$ cat config.mk
export PLATFORM = sky130hd
export DESIGN_NAME = odometry_segment_sequencer
export DESIGN_NICKNAME = d
export VERILOG_FILES = /design/src/hw/rtl/osq_pkg.sv /design/src/hw/rtl/osq_cfg_regs.sv /design/src/hw/rtl/osq_seg_eval.sv /design/src/hw/rtl/odometry_segment_sequencer.sv
export SDC_FILE = /design/constraint.sdc
export NUM_CORES = 2
export LEC_CHECK = 0
export BUFFER_PORTS_ARGS = -buffer_cell sky130_fd_sc_hd__buf_4
export CORE_ASPECT_RATIO = 1.1
export CORE_MARGIN = 2
export CORE_UTILIZATION = 46
export DETAILED_ROUTE_END_ITERATION = 16
export MAX_ROUTING_LAYER = met4
export PLACE_DENSITY_LB_ADDON = 0.12
export SLEW_MARGIN = 25
export SYNTH_ARGS = -nofsm -noshare
export SYNTH_HDL_FRONTEND = slang
export SYNTH_SLANG_ARGS = --single-unit
$ cat constraint.sdc
create_clock -name clk -period 38.3 [get_ports clk]
set_input_delay 7.66 -clock clk [delete_from_list [all_inputs] [get_ports clk]]
set_output_delay 7.66 -clock clk [all_outputs]
set_load 0.01 [all_outputs]
$ cat src/hw/rtl/osq_pkg.sv
// Shared types, codes and the segment table of the odometry segment sequencer.
// Used by osq_cfg_regs, osq_seg_eval and odometry_segment_sequencer.
`default_nettype none

package osq_pkg;

  localparam int IDX_W = 4;

  localparam logic [1:0] ACT_START  = 2'd0;
  localparam logic [1:0] ACT_UPDATE = 2'd1;
  localparam logic [1:0] ACT_ACK    = 2'd2;

  localparam logic [1:0] CMD_NONE  = 2'd0;
  localparam logic [1:0] CMD_HALT  = 2'd1;
  localparam logic [1:0] CMD_DRIVE = 2'd2;

  localparam logic [1:0] REG_LIN_SPEED    = 2'd0;
  localparam logic [1:0] REG_ROTATE_SPEED = 2'd1;
  localparam logic [1:0] REG_POS_TOL      = 2'd2;
  localparam logic [1:0] REG_ANG_TOL      = 2'd3;

  localparam logic [12:0] LIN_SPEED_RST    = 13'd2048;
  localparam logic [12:0] ROTATE_SPEED_RST = 13'd1434;
  localparam logic [11:0] POS_TOL_RST      = 12'd123;
  localparam logic [11:0] ANG_TOL_RST      = 12'd246;

  localparam logic signed [16:0] Q_PI       = 17'sd12868;
  localparam logic signed [16:0] Q_THREE_PI = 17'sd38604;
  localparam logic signed [16:0] Q_FIVE_PI  = 17'sd64340;
  localparam logic signed [17:0] Q_TWO_PI   = 18'sd25736;
  localparam logic signed [17:0] Q_FOUR_PI  = 18'sd51472;
  localparam logic signed [17:0] Q_SIX_PI   = 18'sd77208;
  localparam logic [14:0] VEL_LIMIT         = 15'd4096;

  typedef struct packed {
    logic [12:0] lin_speed;
    logic [12:0] rotate_speed;
    logic [11:0] pos_tol;
    logic [11:0] ang_tol;
  } osq_cfg_t;

  typedef struct packed {
    logic [IDX_W-1:0]    idx;
    logic                begun;
    logic signed [15:0]  org_x;
    logic signed [15:0]  org_y;
    logic signed [15:0]  org_h;
    logic [1:0]          drop;
    logic                await_ack;
  } osq_state_t;

  typedef struct packed {
    logic [1:0]         cmd;
    logic signed [13:0] vel_x;
    logic signed [13:0] vel_y;
    logic signed [13:0] turn_rate;
    logic               hold;
    logic [1:0]         pending_drop;
    logic               done;
  } osq_result_t;

  typedef struct packed {
    logic               rotate;
    logic signed [13:0] dir_x;
    logic signed [13:0] dir_y;
    logic signed [13:0] turn;
    logic [13:0]        length;
    logic [1:0]         drop;
  } osq_seg_t;

  function automatic osq_seg_t seg_rom(input logic [IDX_W-1:0] idx);
    osq_seg_t s;
    s = '0;
    case (idx)
      4'd0: begin s.dir_y = 14'sd4096; s.length = 14'd2458; end
      4'd1: begin s.rotate = 1'b1; s.turn = 14'sd4096; s.length = 14'd6434; end
      4'd2: begin s.dir_y = 14'sd4096; s.length = 14'd5530; s.drop = 2'd1; end
      4'd3: begin s.dir_y = -14'sd4096; s.length = 14'd1024; end
      4'd4: begin s.dir_x = 14'sd4096; s.length = 14'd6963; s.drop = 2'd2; end
      4'd5: begin s.dir_x = -14'sd4096; s.length = 14'd819; end
      4'd6: begin s.rotate = 1'b1; s.turn = -14'sd4096; s.length = 14'd12868; end
      4'd7: begin s.dir_y = 14'sd4096; s.length = 14'd3686; end
      4'd8: begin
        s.dir_x = -14'sd2896; s.dir_y = 14'sd2896; s.length = 14'd5816; s.drop = 2'd3;
      end
      default: s = '0;
    endcase
    return s;
  endfunction

  // dir * speed / 4096, rounded half away from zero, saturated to +-4096
  function automatic logic signed [13:0] scale_vel(input logic signed [13:0] dir,
                                                   input logic [12:0] speed);
    logic [13:0] mag;
    logic [26:0] prod;
    logic [14:0] r;
    mag  = dir[13] ? 14'(-dir) : 14'(dir);
    prod = 27'(mag) * 27'(speed);
    r    = 15'((prod + 27'd2048) >> 12);
    if (r > VEL_LIMIT) r = VEL_LIMIT;
    return dir[13] ? 14'(-r) : 14'(r);
  endfunction

endpackage

`default_nettype wire

$ cat src/hw/rtl/osq_cfg_regs.sv
// Configuration registers of the odometry segment sequencer.
// Depends on osq_pkg for the register indexes and reset values.
`default_nettype none

module osq_cfg_regs (
  input  wire logic            clk,
  input  wire logic            rst_n,
  input  wire logic            cfg_we,
  input  wire logic [1:0]      cfg_index,
  input  wire logic [12:0]     cfg_wdata,
  output osq_pkg::osq_cfg_t    cfg
);
  import osq_pkg::*;

  osq_cfg_t cfg_r;

  always_ff @(posedge clk) begin
    if (!rst_n) begin
      cfg_r.lin_speed    <= LIN_SPEED_RST;
      cfg_r.rotate_speed <= ROTATE_SPEED_RST;
      cfg_r.pos_tol      <= POS_TOL_RST;
      cfg_r.ang_tol      <= ANG_TOL_RST;
    end else if (cfg_we) begin
      unique case (cfg_index)
        REG_LIN_SPEED:    cfg_r.lin_speed    <= cfg_wdata;
        REG_ROTATE_SPEED: cfg_r.rotate_speed <= cfg_wdata;
        REG_POS_TOL:      cfg_r.pos_tol      <= cfg_wdata[11:0];
        REG_ANG_TOL:      cfg_r.ang_tol      <= cfg_wdata[11:0];
        default: ;
      endcase
    end
  end

  assign cfg = cfg_r;

endmodule

`default_nettype wire

$ cat src/hw/rtl/osq_seg_eval.sv
// Per-request step logic: arrival tests, velocity scaling and next sequencer state.
// Depends on osq_pkg for types, codes and the segment table.
`default_nettype none

module osq_seg_eval #(
  parameter int SEGMENT_COUNT = 9
) (
  input  wire logic [1:0]         action,
  input  wire logic signed [15:0] pose_x,
  input  wire logic signed [15:0] pose_y,
  input  wire logic signed [15:0] pose_theta,
  input  osq_pkg::osq_cfg_t       cfg,
  input  osq_pkg::osq_state_t     st,
  output osq_pkg::osq_state_t     st_nxt,
  output osq_pkg::osq_result_t    res
);
  import osq_pkg::*;

  localparam logic [IDX_W-1:0] SEG_CNT = IDX_W'(SEGMENT_COUNT);

  osq_seg_t           seg;
  logic signed [15:0] ox, oy, oh;
  logic signed [16:0] dx, dy;
  logic [15:0]        adx, ady;
  logic [32:0]        dist_sq;
  logic signed [14:0] t_pos, t_ang;
  logic [27:0]        t_sq;
  logic               move_fin;
  logic signed [16:0] d0;
  logic signed [17:0] wrap_ofs, dwrap, dabs;
  logic               rot_fin;
  logic [IDX_W-1:0]   idx_adv;

  always_comb begin
    seg = seg_rom(st.idx);
    ox  = st.begun ? st.org_x : pose_x;
    oy  = st.begun ? st.org_y : pose_y;
    oh  = st.begun ? st.org_h : pose_theta;

    dx  = 17'(pose_x) - 17'(ox);
    dy  = 17'(pose_y) - 17'(oy);
    adx = dx[16] ? 16'(-dx) : 16'(dx);
    ady = dy[16] ? 16'(-dy) : 16'(dy);
    dist_sq = 33'(32'(adx) * 32'(adx)) + 33'(32'(ady) * 32'(ady));
    t_pos = $signed({1'b0, seg.length}) - $signed({3'b000, cfg.pos_tol});
    t_sq  = 28'(t_pos[13:0]) * 28'(t_pos[13:0]);
    move_fin = (t_pos <= 15'sd0) || (dist_sq >= 33'(t_sq));

    // bring the heading change into [-pi, pi] with one add
    d0 = 17'(pose_theta) - 17'(oh);
    if (d0 > Q_FIVE_PI)        wrap_ofs = -Q_SIX_PI;
    else if (d0 > Q_THREE_PI)  wrap_ofs = -Q_FOUR_PI;
    else if (d0 > Q_PI)        wrap_ofs = -Q_TWO_PI;
    else if (d0 < -Q_FIVE_PI)  wrap_ofs = Q_SIX_PI;
    else if (d0 < -Q_THREE_PI) wrap_ofs = Q_FOUR_PI;
    else if (d0 < -Q_PI)       wrap_ofs = Q_TWO_PI;
    else                       wrap_ofs = '0;
    dwrap = 18'(d0) + wrap_ofs;
    dabs  = dwrap[17] ? -dwrap : dwrap;
    t_ang = $signed({1'b0, seg.length}) - $signed({3'b000, cfg.ang_tol});
    rot_fin = dabs >= 18'(t_ang);

    idx_adv = (st.idx < SEG_CNT) ? IDX_W'(st.idx + 1'b1) : st.idx;
  end

  always_comb begin
    st_nxt        = st;
    res           = '0;
    res.cmd       = CMD_NONE;
    unique case (action)
      ACT_START: begin
        st_nxt.idx       = '0;
        st_nxt.begun     = 1'b0;
        st_nxt.drop      = 2'd0;
        st_nxt.await_ack = 1'b0;
        res.cmd          = CMD_HALT;
      end
      ACT_ACK: begin
        st_nxt.drop      = 2'd0;
        st_nxt.await_ack = 1'b0;
        st_nxt.idx       = idx_adv;
        st_nxt.begun     = 1'b0;
      end
      ACT_UPDATE: begin
        if (!st.await_ack) begin
          if (st.idx >= SEG_CNT) begin
            res.cmd = CMD_HALT;
          end else begin
            st_nxt.org_x = ox;
            st_nxt.org_y = oy;
            st_nxt.org_h = oh;
            st_nxt.begun = 1'b1;
            if (!seg.rotate) begin
              if (move_fin) begin
                res.cmd = CMD_HALT;
                if (seg.drop != 2'd0) begin
                  st_nxt.drop      = seg.drop;
                  st_nxt.await_ack = 1'b1;
                end else begin
                  st_nxt.idx   = idx_adv;
                  st_nxt.begun = 1'b0;
                end
              end else begin
                res.cmd   = CMD_DRIVE;
                res.vel_x = scale_vel(seg.dir_x, cfg.lin_speed);
                res.vel_y = scale_vel(seg.dir_y, cfg.lin_speed);
              end
            end else begin
              if (rot_fin) begin
                res.cmd      = CMD_HALT;
                st_nxt.idx   = idx_adv;
                st_nxt.begun = 1'b0;
              end else begin
                res.cmd       = CMD_DRIVE;
                res.turn_rate = scale_vel(seg.turn, cfg.rotate_speed);
              end
            end
          end
        end
      end
      default: ;
    endcase
    res.hold         = st_nxt.await_ack;
    res.pending_drop = st_nxt.drop;
    res.done         = st_nxt.idx >= SEG_CNT;
  end

endmodule

`default_nettype wire

$ cat src/hw/rtl/odometry_segment_sequencer.sv
// Odometry segment sequencer: steps a fixed table of move and rotate segments
// against pose updates and issues stop or drive commands.
// Depends on osq_pkg, osq_cfg_regs and osq_seg_eval.
//
// Usage:
//   in_*  : one request per beat; in_tuser is the action (start, pose update,
//           drop acknowledge), in_tdata carries the pose.
//   out_* : exactly one result per request, in order; out_tuser is the command.
//   cfg_* : register writes, one per cycle; the user must make them only while the block
//           is idle, since the block itself does not enforce it.
// Path: input register, then result register; the step logic sits between them.
// Throughput: one request per cycle unless stalled; the sequencer state is updated
//   as the request leaves the input register, so the next request sees it at once.
// Stall: with a result waiting and out_tready low the result register holds;
//   an empty input register takes one more request; in_tready then falls until drained.
// Reset: rst_n low clears both registers' valid flags and the sequencer state,
//   and loads the default speeds and tolerances.
`default_nettype none

module odometry_segment_sequencer #(
  parameter int SEGMENT_COUNT = 9
) (
  input  wire logic        clk,
  input  wire logic        rst_n,
  input  wire logic        in_tvalid,
  output logic             in_tready,
  input  wire logic [47:0] in_tdata,   // pose_x, pose_y, pose_theta
  input  wire logic [1:0]  in_tuser,   // action
  output logic             out_tvalid,
  input  wire logic        out_tready,
  output logic [47:0]      out_tdata,  // vel_x, vel_y, turn_rate, hold, pending_drop,
                                       // done_res, 2 zero bits
  output logic [1:0]       out_tuser,  // command
  input  wire logic        cfg_we,
  input  wire logic [1:0]  cfg_index,
  input  wire logic [12:0] cfg_wdata
);
  import osq_pkg::*;

  osq_cfg_t    cfg;
  osq_state_t  st_r, st_nxt;
  osq_result_t res, res_r;

  logic               in_valid_r;
  logic [1:0]         act_r;
  logic signed [15:0] px_r, py_r, pt_r;
  logic               out_valid_r;
  logic               step;

  assign step      = in_valid_r && (!out_valid_r || out_tready);
  assign in_tready = !in_valid_r || step;

  osq_cfg_regs u_cfg (
    .clk       (clk),
    .rst_n     (rst_n),
    .cfg_we    (cfg_we),
    .cfg_index (cfg_index),
    .cfg_wdata (cfg_wdata),
    .cfg       (cfg)
  );

  osq_seg_eval #(
    .SEGMENT_COUNT (SEGMENT_COUNT)
  ) u_eval (
    .action     (act_r),
    .pose_x     (px_r),
    .pose_y     (py_r),
    .pose_theta (pt_r),
    .cfg        (cfg),
    .st         (st_r),
    .st_nxt     (st_nxt),
    .res        (res)
  );

  always_ff @(posedge clk) begin
    if (!rst_n) begin
      in_valid_r <= 1'b0;
    end else if (in_tready) begin
      in_valid_r <= in_tvalid;
    end
  end

  always_ff @(posedge clk) begin
    if (in_tready && in_tvalid) begin
      act_r <= in_tuser;
      px_r  <= in_tdata[15:0];
      py_r  <= in_tdata[31:16];
      pt_r  <= in_tdata[47:32];
    end
  end

  always_ff @(posedge clk) begin
    if (!rst_n) begin
      st_r <= '0;
    end else if (step) begin
      st_r <= st_nxt;
    end
  end

  always_ff @(posedge clk) begin
    if (!rst_n) begin
      out_valid_r <= 1'b0;
    end else if (step) begin
      out_valid_r <= 1'b1;
    end else if (out_tready) begin
      out_valid_r <= 1'b0;
    end
  end

  always_ff @(posedge clk) begin
    if (step) begin
      res_r <= res;
    end
  end

  assign out_tvalid = out_valid_r;
  assign out_tuser  = res_r.cmd;
  assign out_tdata  = {2'b00, res_r.done, res_r.pending_drop, res_r.hold,
                       res_r.turn_rate, res_r.vel_y, res_r.vel_x};

endmodule

`default_nettype wire

; Word-level counts from Yosys, hierarchy flattened
; Cells that the tools add are included.
; W data, S select, Z words.
[totals]
ramBits = 0
out_inout_bits = 52
in_bits = 70
latchBits = 0
n_memories = 0
register_bits = 206
wordCells = 175
romBits = 0
[classes]
eq_ne = 15
bitwise = 4
muxes = 67
mul = 6
magnitude_cmp = 15
n_reduce_logical = 24
shift = 0
div = 0
n_addsub = 20
[op_table]
columns = cell, n
row1 = $mux W14, 26
row2 = $pmux W14 S9, 1
row3 = $mux W56, 2
row4 = $mux W18, 6
row5 = $neg A14 Y14, 6
row6 = $pmux W14 S3, 2
row7 = $add A27 B12 Y27 const B, 3
row8 = $mul A14 B13 Y27, 3
row9 = $mux W16, 5
row10 = $mul A16 B16 Y32, 2
row11 = $mux W28, 2
row12 = $sub A16 B16 Y17, 3
row13 = $gt A15 B13 Y1 const B, 3
row14 = $mux W44, 1
row15 = $mux W42, 1
row16 = $gt A17 B17 Y1 const B, 2
row17 = $lt A17 B17 Y1 const B, 2
row18 = $add A32 B32 Y33, 1
row19 = $ge A33 B28 Y1, 1
row20 = $neg A16 Y16, 2
row21 = $sub A14 B12 Y15, 2
row22 = $mul A14 B14 Y28, 1
row23 = $pmux W14 S2, 1
row24 = $mux W5, 4
row25 = 38 further kinds, 69

; Longest topological paths before layout
[depth]
depth_word = 25
depth_mapped = 58
depth_no_buf = 55

; Hierarchy
; A second synthesis with hierarchy kept.
[unflattened]
hier_cells = 4957
hier_area_um2 = 44610.3
[by_module_without_submodules]
columns = module, instances, cells_per_inst, area_each_um2
row1 = osq_seg_eval, 1, 4408, 37318.3
row2 = odometry_segment_sequencer, 1, 354, 5296.3
row3 = osq_cfg_regs, 1, 195, 1995.7

; Worst setup path after synthesis
; OpenSTA, ideal clock, no wires.
[synth_path]
path_kind = input-to-output
start = in out_tready
end = out in_tready
setup_slack_ps = 22683
n_path_buf = 0
path_stages = 2
t_arrival_ps = 7957
cell_sequence = nor2b_1 -> nand2_1
[synth_via]
elab_chain_len = 3
[synth_rtl]
columns = element, line_no
row1 = "start, declared", odometry_segment_sequencer.sv:30  ; input wire logic out_tready,
row2 = $logic_or A1 B1 Y1, odometry_segment_sequencer.sv:50  ; assign step = in_valid_r && (!out_valid_r || out_tready);
row3 = $logic_and A1 B1 Y1, odometry_segment_sequencer.sv:50
row4 = $logic_or A1 B1 Y1, odometry_segment_sequencer.sv:51  ; assign in_tready = !in_valid_r || step;
row5 = "end, declared", odometry_segment_sequencer.sv:26  ; output logic in_tready,
; No other way between the ends.

; Final worst setup path
; Same ends and word-level chain as after synthesis.

==> impl_metrics.json <==
{
  "clk_path_buf_depth": 3,
  "maxSlewViolCount": 0,
  "max_slew.worst_pin.slew_ns": 1.18,
  "slew_headroom_pct": 20.9,
  "worstHoldPathCells": 2,
  "die_x_um": 298,
  "ioPinCount": 122,
  "netlist_instances": 4857,
  "ys_ff_latch": 206,
  "coreArea_um2": 94300,
  "antenna_cells": 0,
  "viasPerCell": 5.07,
  "clock_sinks": 206,
  "place.gp.congestion": 0.945,
  "vias": 32043,
  "cts_buffers": 24,
  "arrival_ns": 8.24,
  "grt_pass1_wl_mm": 166,
  "ys_warn_count": 0,
  "insertion_delay_ns": 0.57,
  "synth_edf_count": 98,
  "skew_ns": 0.0376,
  "die_h_um": 328,
  "portBuffers": 119,
  "setup_viol": 0,
  "reg2reg_depth": 49,
  "initial_core_util_pct": 46.5,
  "layout_commonest_cell": "inv_1",
  "ant_nets": 0,
  "synthFlopType": "dfxtp_1",
  "hold_path_startpoint": "u_cfg.cfg[3]$_SDFFE_PN0P_",
  "r2r_slack_ns": 23.12,
  "dpl.hpwl_mm": 84.2,
  "drt_iter0_markers": 1407,
  "ys_types": 101,
  "rsz0062_at_grt": "false",
  "max_freq_mhz": 62.9,
  "antenna_found_initial": 1,
  "clkTransAtPathRegs_ns": 0.06,
  "hp-class": "register to register",
  "cp-end-kind": "output port",
  "row_count": 118,
  "period_share_pct": 41.5,
  "fin_tns_setup_ns": 0,
  "globalRouteOverflowTotal": 0,
  "cts_setup_buffers": 0,
  "area_delta_synth_final_pct": 8.46,
  "mostFrequentLayoutCells": "inv_1, fa_1, ha_1",
  "drtPass1Iterations": 6,
  "routedWlPerCell_um": 15.5,
  "dieArea_um2": 97800,
  "drive_above_1_share_pct": 6.07,
  "cp-start-kind": "input port",
  "fin_crit_ns": 15.90,
  "syn_area_um2": 43800,
  "seq_area_frac_synth_pct": 11.6,
  "postCtsHoldBufs": 0,
  "fin_nets": 6416,
  "routed_wl_mm": 98.3,
  "r2r_start": "st_r[51]$_SDFFE_PN0P_",
  "grt_pass1_vias": 33427,
  "worstPathRequired_ns": 30.64,
  "run_status": "finished, final reports clean",
  "synthArstFlopShare_pct": 0,
  "avgSynthCellArea_um2": 9.02,
  "path_class": "input port to output port",
  "hold_viol_final": 0,
  "drv_cap": 0,
  "drc_errors": 0,
  "h-tree-depth": 1,
  "grtUsageTotal_pct": 21.4,
  "crit_fanout": 4,
  "startpoint": "out_tready",
  "grt_max_degree": 66,
  "cts_resized": 0,
  "clock-root-buffer": "clkbuf_16",
  "cts_tree": "done"
}
==> layer usage <==
metal  wire length (um)  vias up  part of all wire, %  track usage, %
li1                   -    15892                    -               -
met1              44400    15605                   45            27.8
met2              48500      469                   49            36.8
met3               3850       77                  3.9            2.28
met4               1520        0                  1.5            3.57
met5                  0        -                    0               -
==> worst max-delay path: stages <==
cell     delay, ns
buf_4         0.11
nor2b_1       0.21
nand2_1       0.11
buf_4         0.15
==> synthesized netlist by cell type (45+ instances only) <==
| master | n | area share, % |
|---|---|---|
| a211oi_1 | 60 | 1.0 |
| inv_1 | 984 | 8.4 |
| nor2b_1 | 45 | 0.64 |
| mux2i_1 | 61 | 1.4 |
| clkbuf_1 | 97 | 0.83 |
| and2_1 | 86 | 1.2 |
| a21o_1 | 47 | 0.81 |
| nor2_1 | 435 | 3.7 |
| fa_1 | 683 | 31 |
| nand2b_1 | 46 | 0.66 |
| a21oi_1 | 192 | 2.2 |
| xnor2_1 | 142 | 2.8 |
| nor3_1 | 74 | 0.85 |
| edfxtp_1 | 98 | 6.7 |
| o21ai_0 | 114 | 1.3 |
| ha_1 | 619 | 18 |
| nand3_1 | 59 | 0.67 |
| dfxtp_1 | 108 | 4.9 |
| nand2_1 | 357 | 3.1 |
| xor2_1 | 80 | 1.6 |
==> metrics by stage <==
| stage | hold WS, ns | cell area, um^2 | worst slack [ns] | util (%) | cells |
|---|---|---|---|---|---|
| after global placement | 0.438 | 46600 | 22.45 | 49.4 | 6278 |
| final | 0.460 | 47500 | 22.40 | 50.4 | 6321 |
| after detailed placement | 0.445 | 46600 | 22.41 | 49.4 | 6278 |
| after floorplan | 0.432 | 44200 | 22.68 | - | 4964 |
| after global routing | 0.469 | 47500 | 21.91 | 50.4 | 6321 |
| after CTS | 0.459 | 47500 | 22.41 | 50.4 | 6321 |
==> path summary, 6_finish.rpt <==
path	endpoint
setup / recovery	in_tready
hold / removal	u_cfg.cfg[3]$_SDFFE_PN0P_
setup reg to reg	out_tdata[3]$_SDFFCE_PP0P_
hold reg to reg	u_cfg.cfg[3]$_SDFFE_PN0P_
==> registers in the layout, indices dropped and copies added (netlist names) <==
name / count
st_r: 56
u_cfg.cfg: 50
out_tdata: 46
pt_r: 16
px_r: 16
py_r: 16
act_r: 2
out_tuser: 2
in_valid_r: 1
out_tvalid: 1
==> cell families (layout without fill, tap and decap cells) <==
family          count (synthesis)  in the layout  synth area share (%)
mux                            64             64                  1.47
xor+xnor                      226            226                  4.61
simple gates                 1281           1281                  13.7
buf+inv                      1110           1207                  9.60
compound gates                666            666                  10.1
fa+ha+maj                    1302           1302                  48.9
other cells                     2            109                0.0171
flops                         206            206                  11.6
==> final cells by class <==
type | count | area (um^2)
Timing Repair Buffer | 168 | 1260
Clock buffer | 29 | 682
Fill cell | 9045 | 46800
Multi-Input combinational cell | 3648 | 35000
Tap cell | 1260 | 1580
Clock inverter | 14 | 218
Inverter | 996 | 3740
Sequential cell | 206 | 5110
Power is left out: the tool's default activity adds up to more than one toggle a clock period on the data nets, which glitch-free logic cannot reach.
